$ cat config.mk
export PLATFORM = sky130hd
export DESIGN_NAME = sorted_key_insertion_list_unit
export DESIGN_NICKNAME = d
export VERILOG_FILES = /design/src/rtl/skil_pkg.sv /design/src/rtl/skil_obuf.sv /design/src/rtl/sorted_key_insertion_list_unit.sv
export SDC_FILE = /design/constraint.sdc
export NUM_CORES = 2
export LEC_CHECK = 0
export BUFFER_PORTS_ARGS = -buffer_cell sky130_fd_sc_hd__clkbuf_2
export CAP_MARGIN = 20
export CORE_ASPECT_RATIO = 1.75
export CORE_MARGIN = 8
export CORE_UTILIZATION = 40
export DETAILED_ROUTE_END_ITERATION = 10
export HOLD_SLACK_MARGIN = 0.02
export PLACE_DENSITY = 0.66
export SLEW_MARGIN = 5
export SYNTH_ARGS = -nofsm -noshare
export SYNTH_HDL_FRONTEND = slang
export SYNTH_SLANG_ARGS = --single-unit
$ cat constraint.sdc
create_clock -name i_clk -period 5.2 [get_ports i_clk]
set_input_delay 1.04 -clock i_clk [delete_from_list [all_inputs] [get_ports i_clk]]
set_output_delay 1.04 -clock i_clk [all_outputs]
set_load 0.03 [all_outputs]
$ cat src/rtl/skil_pkg.sv
package skil_pkg;

    localparam int CAPACITY = 32;
    localparam int IDX_W    = $clog2(CAPACITY);
    localparam int CNT_W    = $clog2(CAPACITY + 1);

    localparam logic FUNC_INSERT = 1'b0;
    localparam logic FUNC_DRAIN  = 1'b1;

    localparam logic STATUS_OK   = 1'b0;
    localparam logic STATUS_FULL = 1'b1;

    typedef struct packed {
        logic               func;
        logic [7:0]         letter_in;
        logic signed [31:0] sort_key;
    } t_in_item;

    typedef struct packed {
        logic [7:0]         letter_out;
        logic signed [31:0] key_out;
        logic               entry_valid;
        logic               last_flag;
        logic               status;
    } t_out_item;

    typedef struct packed {
        logic [7:0]         letter;
        logic signed [31:0] key;
    } t_entry;

endpackage

$ cat src/rtl/skil_obuf.sv
module skil_obuf (
    input  logic                 i_clk,
    input  logic                 i_rst_n,
    input  logic                 i_push,
    input  skil_pkg::t_out_item  i_item,
    output logic                 o_free,
    output logic                 o_valid,
    input  logic                 i_stall,
    output skil_pkg::t_out_item  o_item
);

    logic                r_valid;
    skil_pkg::t_out_item r_item;

    // slot can take a new item when empty or when the held one leaves now
    assign o_free  = !r_valid || !i_stall;
    assign o_valid = r_valid;
    assign o_item  = r_item;

    always_ff @(posedge i_clk) begin
        if (!i_rst_n) begin
            r_valid <= 1'b0;
        end else if (i_push) begin
            r_valid <= 1'b1;
        end else if (!i_stall) begin
            r_valid <= 1'b0;
        end
    end

    always_ff @(posedge i_clk) begin
        if (i_push) begin
            r_item <= i_item;
        end
    end

endmodule

$ cat src/rtl/sorted_key_insertion_list_unit.sv
// Sorted store of (letter, signed key) pairs, up to CAPACITY entries.
// Input channel i_in_valid / o_in_stall carries one item: func selects
// insert or drain. Output channel o_out_valid / i_out_stall carries
// results through a one-item output register.
// Insert: the pair is placed ahead of the first entry whose key is not
// less than its own (newest first among equal keys). One status result,
// last_flag set; status marks a full store, in which case nothing changes.
// The memory's one read port, one write port and one key comparator walk
// the store from the top down; each entry whose key is not less than the
// new one is read in S_IRD and moved up one place in S_ICMP. The pair is
// written where the walk ends, at the bottom or above a smaller key, and
// the next item is taken in the cycle after the result is pushed.
// Drain: every entry leaves in ascending key order, the last one marked,
// each read through the registered port in S_DRD, sent in S_DEMIT; the store is
// then empty. An empty store gives one result with entry_valid low and
// last_flag high. The block works on one item at a time; o_in_stall is high
// while it is busy. A stalled output holds its result and the sequencer
// waits for the slot. Reset empties the store and the output register.
module sorted_key_insertion_list_unit (
    input  logic                 i_clk,
    input  logic                 i_rst_n,
    input  logic                 i_in_valid,
    output logic                 o_in_stall,
    input  skil_pkg::t_in_item   i_in_item,
    output logic                 o_out_valid,
    input  logic                 i_out_stall,
    output skil_pkg::t_out_item  o_out_item
);

    localparam logic [2:0] S_IDLE  = 3'd0;
    localparam logic [2:0] S_IRD   = 3'd1;
    localparam logic [2:0] S_ICMP  = 3'd2;
    localparam logic [2:0] S_DRD   = 3'd3;
    localparam logic [2:0] S_DEMIT = 3'd4;
    localparam logic [2:0] S_RESP  = 3'd5;

    logic [2:0]                     r_state, n_state;
    logic [skil_pkg::CNT_W-1:0]     r_count, n_count;
    logic [skil_pkg::IDX_W-1:0]     r_idx, n_idx;
    logic signed [31:0]             r_key, n_key;
    logic [7:0]                     r_letter, n_letter;
    logic                           r_full, n_full;

    skil_pkg::t_entry               mem [skil_pkg::CAPACITY];
    skil_pkg::t_entry               r_rd_data;
    logic [skil_pkg::IDX_W-1:0]     rd_addr;
    logic                           wr_en;
    logic [skil_pkg::IDX_W-1:0]     wr_addr;
    skil_pkg::t_entry               wr_data;

    logic                           in_acc;
    logic                           out_free;
    logic                           push;
    skil_pkg::t_out_item            push_item;
    logic                           drain_last;
    logic                           key_lt;

    assign o_in_stall = (r_state != S_IDLE);
    assign in_acc     = i_in_valid && !o_in_stall;

    assign rd_addr    = (r_state == S_IRD) ? r_idx - skil_pkg::IDX_W'(1) : r_idx;
    assign drain_last = (skil_pkg::CNT_W'(r_idx) + skil_pkg::CNT_W'(1)) == r_count;
    // shared comparator: stored key against the key being inserted
    assign key_lt     = r_rd_data.key < r_key;

    always_ff @(posedge i_clk) begin
        if (wr_en) begin
            mem[wr_addr] <= wr_data;
        end
        r_rd_data <= mem[rd_addr];
    end

    always_comb begin
        n_state   = r_state;
        n_count   = r_count;
        n_idx     = r_idx;
        n_key     = r_key;
        n_letter  = r_letter;
        n_full    = r_full;
        wr_en     = 1'b0;
        wr_addr   = r_idx;
        wr_data   = '{letter: r_letter, key: r_key};
        push      = 1'b0;
        push_item = '{letter_out: 8'd0, key_out: 32'sd0, entry_valid: 1'b0,
                      last_flag: 1'b1, status: r_full};
        unique case (r_state)
            S_IDLE: begin
                if (in_acc) begin
                    n_key    = i_in_item.sort_key;
                    n_letter = i_in_item.letter_in;
                    n_full   = skil_pkg::STATUS_OK;
                    n_idx    = '0;
                    if (i_in_item.func == skil_pkg::FUNC_DRAIN) begin
                        n_state = (r_count == '0) ? S_RESP : S_DRD;
                    end else if (r_count == skil_pkg::CNT_W'(skil_pkg::CAPACITY)) begin
                        n_full  = skil_pkg::STATUS_FULL;
                        n_state = S_RESP;
                    end else begin
                        n_idx   = r_count[skil_pkg::IDX_W-1:0];
                        n_state = S_IRD;
                    end
                end
            end
            S_IRD: begin
                if (r_idx == '0) begin
                    wr_en   = 1'b1;
                    n_count = r_count + skil_pkg::CNT_W'(1);
                    n_state = S_RESP;
                end else begin
                    n_state = S_ICMP;
                end
            end
            S_ICMP: begin
                wr_en = 1'b1;
                if (key_lt) begin
                    n_count = r_count + skil_pkg::CNT_W'(1);
                    n_state = S_RESP;
                end else begin
                    // move the entry below up one place and keep walking
                    wr_data = r_rd_data;
                    n_idx   = r_idx - skil_pkg::IDX_W'(1);
                    n_state = S_IRD;
                end
            end
            S_DRD: begin
                n_state = S_DEMIT;
            end
            S_DEMIT: begin
                if (out_free) begin
                    push      = 1'b1;
                    push_item = '{letter_out: r_rd_data.letter, key_out: r_rd_data.key,
                                  entry_valid: 1'b1, last_flag: drain_last,
                                  status: skil_pkg::STATUS_OK};
                    if (drain_last) begin
                        n_count = '0;
                        n_state = S_IDLE;
                    end else begin
                        n_idx   = r_idx + skil_pkg::IDX_W'(1);
                        n_state = S_DRD;
                    end
                end
            end
            S_RESP: begin
                if (out_free) begin
                    push    = 1'b1;
                    n_state = S_IDLE;
                end
            end
            default: begin
                n_state = S_IDLE;
            end
        endcase
    end

    always_ff @(posedge i_clk) begin
        if (!i_rst_n) begin
            r_state <= S_IDLE;
            r_count <= '0;
        end else begin
            r_state <= n_state;
            r_count <= n_count;
        end
    end

    always_ff @(posedge i_clk) begin
        r_idx    <= n_idx;
        r_key    <= n_key;
        r_letter <= n_letter;
        r_full   <= n_full;
    end

    skil_obuf u_obuf (
        .i_clk   (i_clk),
        .i_rst_n (i_rst_n),
        .i_push  (push),
        .i_item  (push_item),
        .o_free  (out_free),
        .o_valid (o_out_valid),
        .i_stall (i_out_stall),
        .o_item  (o_out_item)
    );

    a_count_bound: assert property (@(posedge i_clk) disable iff (!i_rst_n)
        r_count <= skil_pkg::CNT_W'(skil_pkg::CAPACITY))
        else $error("entry count above capacity");

    a_entry_status: assert property (@(posedge i_clk) disable iff (!i_rst_n)
        o_out_valid && o_out_item.entry_valid |-> o_out_item.status == skil_pkg::STATUS_OK)
        else $error("drained entry carries a full status");

    a_drain_clears: assert property (@(posedge i_clk) disable iff (!i_rst_n)
        (r_state == S_DEMIT) && out_free && drain_last |=> r_count == '0)
        else $error("store not empty after last drained item");

    a_busy_no_push: assert property (@(posedge i_clk) disable iff (!i_rst_n)
        push |-> !out_free || (r_state == S_DEMIT) || (r_state == S_RESP))
        else $error("result pushed outside an output state");

endmodule
======== After elaboration in Yosys (flattened, before gate mapping) ========
Memories as Yosys holds them, arrays and structs flattened. A register that Yosys moved wholly into a read port is not among the register bits.
Index checks and enable logic that the tools add are counted.
storage, ports and cells
  register bits after elaboration ......... 99
  memory bits (writable) .................. 1280
  output and inout bits ................... 45
  logic and storage cells ................. 87
  memories ................................ 1
operators by class
  add/subtract/negate cells ............... 4
  order comparisons ....................... 1
  eq/ne operators ......................... 16
  multiplexer cells ....................... 36
  reduce and logical (&&, ||, !) cells .... 17
memories
  memory  depth  bits a word  rd ports  clocked after memory_dff  write ports  RTL line                              source
  mem     32     40           1         1                         1            sorted_key_insertion_list_unit.sv:44  skil_pkg::t_entry mem [skil_pkg::CAPACITY];
operators with widths
  cell                                                                     number
  40-bit 2-to-1 mux                                                        2
  5-bit 2-to-1 mux                                                         7
  32-bit < comparator                                                      1
  3-bit 2-to-1 mux                                                         9
  6-bit 2-to-1 mux                                                         4
  3-bit one-hot mux with 6 select lines                                    1
  6-bit one-hot mux with 3 select lines                                    1
  5-bit one-hot mux with 3 select lines                                    1
  2-bit inequality test, second input constant                             7
  5-bit AND reduction                                                      2
  1-bit 2-to-1 mux                                                         9
  3-bit nonzero test                                                       3
  5-bit by 1-bit adder with 6-bit output, second input constant            1
  6-bit by 1-bit adder with 6-bit output, second input constant            1
  3-bit by 2-bit == test with 1-bit output, second input constant          2
  3-bit == test, second input constant                                     2
  6-bit == test                                                            1
  6-bit == test, second input constant                                     1
  6-bit logical NOT                                                        1
  5-bit by 1-bit adder with 5-bit output, second input constant            1
  5-bit logical NOT                                                        1
  5-bit by 1-bit subtractor with 5-bit output, second input constant       1
  2-bit by 1-bit inequality test with 1-bit output, second input constant  2
  2-bit AND reduction                                                      2
  other kinds (9)                                                          11

======== Logic depth before layout (Yosys ltp) ========
  word-level depth ........................ 5
  depth in mapped cells ................... 12
  mapped depth without buffers ............ 9

======== Modules after synthesis ========
Synthesis repeated with hierarchy kept, for this count alone.
unflattened totals
  cells, all modules ...................... 2359
  area, all modules ....................... 54603.6 um^2
modules (own cells, without submodules)
  module                          times used  cells an instance  area an instance (um^2)  seq. area each (um^2)
  sorted_key_insertion_list_unit  1           2312               53277.3                  40799.1
  skil_obuf                       1           47                 1326.3                   1311.3

======== Worst setup path before layout ========
OpenSTA, ideal clock, no wires.
  path type ............................... register to register
  start point ............................. register r_idx[0] (netlist name)
  end point ............................... memory mem[11][0] (netlist name) (enable)
  data arrival time ....................... 4.515 ns
  path slack .............................. 0.198 ns
  stages on the path, launching flop included .. 9
  path buffers ............................ 2
  clock period less this slack ............ 5.002 ns
  cell sequence ........................... edfxtp_1 > clkbuf_1 > inv_1 > ha_1 > nor4b_1 > a21o_1 > buf_2 > nand2_1 > nor3_1
between the ends
  cells in the longest elaborated chain, start to end .. 5
RTL lines
  what                                    RTL line                               source
  from (decl)                             sorted_key_insertion_list_unit.sv:39   logic [skil_pkg::IDX_W-1:0] r_idx, n_idx;
  from (signal assigned)                  sorted_key_insertion_list_unit.sv:166  r_idx <= n_idx;
  5-bit logical NOT                       sorted_key_insertion_list_unit.sv:105  if (r_idx == '0) begin
  1-bit 2-to-1 mux                        sorted_key_insertion_list_unit.sv:105
  1-bit one-hot mux with 2 select lines   sorted_key_insertion_list_unit.sv:86   unique case (r_state)
  1-bit 2-to-1 mux                        sorted_key_insertion_list_unit.sv:67   if (wr_en) begin
  1-bit 2-to-1 mux (implied by the code)  sorted_key_insertion_list_unit.sv:68   mem[wr_addr] <= wr_data;
  to (decl)                               sorted_key_insertion_list_unit.sv:44
Parallel ways exist; a longest one is shown, timed or not.

==> run metrics <==
Routed Antenna Nets=0; Layout area overhead=12.7%; Setup Slack @ Placement=0.934 ns; Mapped Cells=2722; async set-reset flop share out of synthesis=0; GP Congestion=0.795; global-route wire length before repair=202 mm; required time of the critical path=5.60 ns; worst skew pair latency=0.72 ns; final WL=142 mm; headroom to the max-slew limit=0.268; Port Buffers=89; Final Hold Viols=0; Worst VDD drop=0.000945 V; fraction of layout cells with a size suffix above 1=0.256; vias per cell=5.75; #FFs+latches synth=1419; CTS Hold Buffers Added=0; initial DRC count=3348; die width=297 um; FP Rows=180; critical path capture point type=register; Max Buffers Root-to-Sink=3; Synth cell types=53; CP Launch Type=register; Hold WC Path Type=in2reg; GRT overflow=0; Hold Crit Depth=1; multiplexer area fraction after synthesis=0.149; initial core utilization=0.402; gr usage total=0.187; RR Startpoint=r_key[15]$_DFFE_PP_; DR vias=27500; DR DRC count=0; main combinational cell family by area after synthesis=multiplexers; pin count of the biggest net entering global routing=96; Post-Syn Area=0.0551 sq mm; DRT Pass-1 Iters=6; commonest non-fill, non-tap cells in the layout=edfxtp_1 (1369), mux4_2 (320), nand2_1 (270), clkbuf_16 (113), nand3_1 (95); Reg2Reg Setup Slack=0.96 ns; CP Max Fanout=40; post-synthesis xor/xnor area fraction=0.00286; core area=0.137 sq mm; CTS clk-pin slew, worst paths=0.07 ns; ys flop type=edfxtp_1; Max Fclk=0.236 GHz; register area share after synthesis=0.764; max-slew violation count=0; Post-CTS Setup Bufs=0; CTS Buf Count=111; final setup fails=0; Setup TNS=0 ns; Die Ht=507 um; clock period minus worst slack=4.24 ns; die area=0.150 sq mm; vias in the first global route=28100; final worst slack=0.955 ns; Compound-Gate Fraction of Synth Area=0.0157; HP Start=i_in_item[2]; Setup Skew=0.0311 ns; num ports=90; H-Tree Depth=3; crit share post-route=0.816; RSZ-0062 raised after global routing=no; Synth Area in Simple Gates=0.0446; CTS tree=done; initial antenna violation count=15; Synth Area in Adders=0.00863; post-layout util=0.453; synth warn=0; Post-synth EDFFs=1369; Syn Area/Cell=20.2 sq um; Pleak=20.1 nW; Worst Path Arrival=4.65 ns; worst reg2reg path endpoint=mem[5][34]$_DFFE_PP_; Max Cap Viol=0; Worst-Margin Slew=1.10 ns; post-DP HPWL=75.5 mm; Final #Nets=2948; status=finished, final reports clean; depth of the worst register-to-register path=10; clock root buffer master=clkbuf_16; WL per Instance=29.6 um; hold endpoint=r_key[2]$_DFFE_PP_; Sink Count=1419; Synthesized Nets=2805; Pwr Density=625 mW/mm^2; commonest non-fill, non-tap cell in the layout=edfxtp_1; critical setup path kind=reg2reg; post-cts resize count=0
[cell type report]
cell class	instances	area (sq um)
fillers	11400	75100
flip-flops and latches	1419	42100
multi-input cells	1114	12500
clock buffers	152	3130
well taps	1820	2280
repair buffers	178	1380
clock inverters	58	534
inverters	41	154
diodes	7	17.5
[how the worst max path moves through the flow]
stage	from	end	slack, ns	cells past startpoint
global placement	r_key[1]$_DFFE_PP_	mem[23][33]$_DFFE_PP_	0.94	10
global route	r_key[1]$_DFFE_PP_	mem[21][33]$_DFFE_PP_	0.72	10
finish	r_key[15]$_DFFE_PP_	mem[5][34]$_DFFE_PP_	0.96	10
floorplan	r_idx[0]$_DFFE_PP_	mem[11][0]$_DFFE_PP_	0.20	8
detailed placement	r_key[1]$_DFFE_PP_	mem[23][33]$_DFFE_PP_	0.93	10
CTS	r_key[1]$_DFFE_PP_	mem[4][34]$_DFFE_PP_	0.91	10
[through the flow]
| step | cells | instance area, sq um | hold slack [ns] | total power, mW |
|---|---|---|---|---|
| after CTS | 4782 | 62000 | 0.442 | 39.1 |
| after detailed placement | 4572 | 58400 | 0.517 | 30.5 |
| after global routing | 4783 | 62100 | 0.461 | 40.4 |
| after floorplan | 2722 | 55100 | 0.491 | 26.1 |
| final | 4789 | 62100 | 0.500 | 38.8 |
| after global placement | 4571 | 58400 | 0.502 | 30.4 |
[synthesized netlist by cell type (6+ instances only)]
master	count	area, sq um
edfxtp_1	1369	41100
mux4_2	320	7210
nand2_1	271	1020
nand3_1	95	475
and3_1	81	507
buf_2	70	350
clkbuf_1	67	251
dfxtp_1	50	1000
nor2_1	42	158
inv_1	41	154
mux2i_1	41	410
a32oi_1	40	350
ha_1	38	475
mux2_4	35	526
a21oi_1	26	130
nor3_1	21	105
o21ai_0	18	90.1
xnor2_1	10	87.6
xor2_1	8	70.1
nand4_1	7	43.8
buf_1	6	22.5
[flip-flops by register name (all words and copies together) (netlist names)]
signal / flops
r_rd_data: 40
r_idx: 5
r_full: 1
r_state: 3
r_count: 6
u_obuf.o_valid: 1
r_letter: 8
mem: 1280
r_key: 32
u_obuf.o_item: 43
[power by group]
group          internal [mW]  switching, mW
clock network           4.67           3.95
registers               14.5          0.377
logic                   6.46           8.82
total                   25.6           13.1
[critical path, cell delays in order, from the launching register on]
cell and delay, ns:
edfxtp_1 0.37, inv_1 0.05, ha_1 0.32, nand4_1 0.10, nor3_1 0.53, o311ai_0 0.38
a31oi_1 0.58, o211ai_1 0.30, and2_4 0.50, buf_4 0.32, mux2_4 0.43
[kinds of logic (layout without fill, tap and decap cells)]
logic type      count (synthesis)  after routing
fa+ha+maj                      38             38
buf+inv                       189            429
simple gates                  538            538
xor+xnor                       18             18
flops                        1419           1419
other cells                     0              7
compound gates                120            120
mux                           400            400
[per-layer routing]
metal | up-vias | global-route usage | share of wire
met5 | - | 0 | 0.00018
met1 | 14600 | 0.247 | 0.38
li1 | 11300 | - | -
met3 | 259 | 0.0347 | 0.089
met2 | 1329 | 0.310 | 0.49
met4 | 4 | 0.0653 | 0.036
Note: power is estimated with default switching activity, not from simulation.
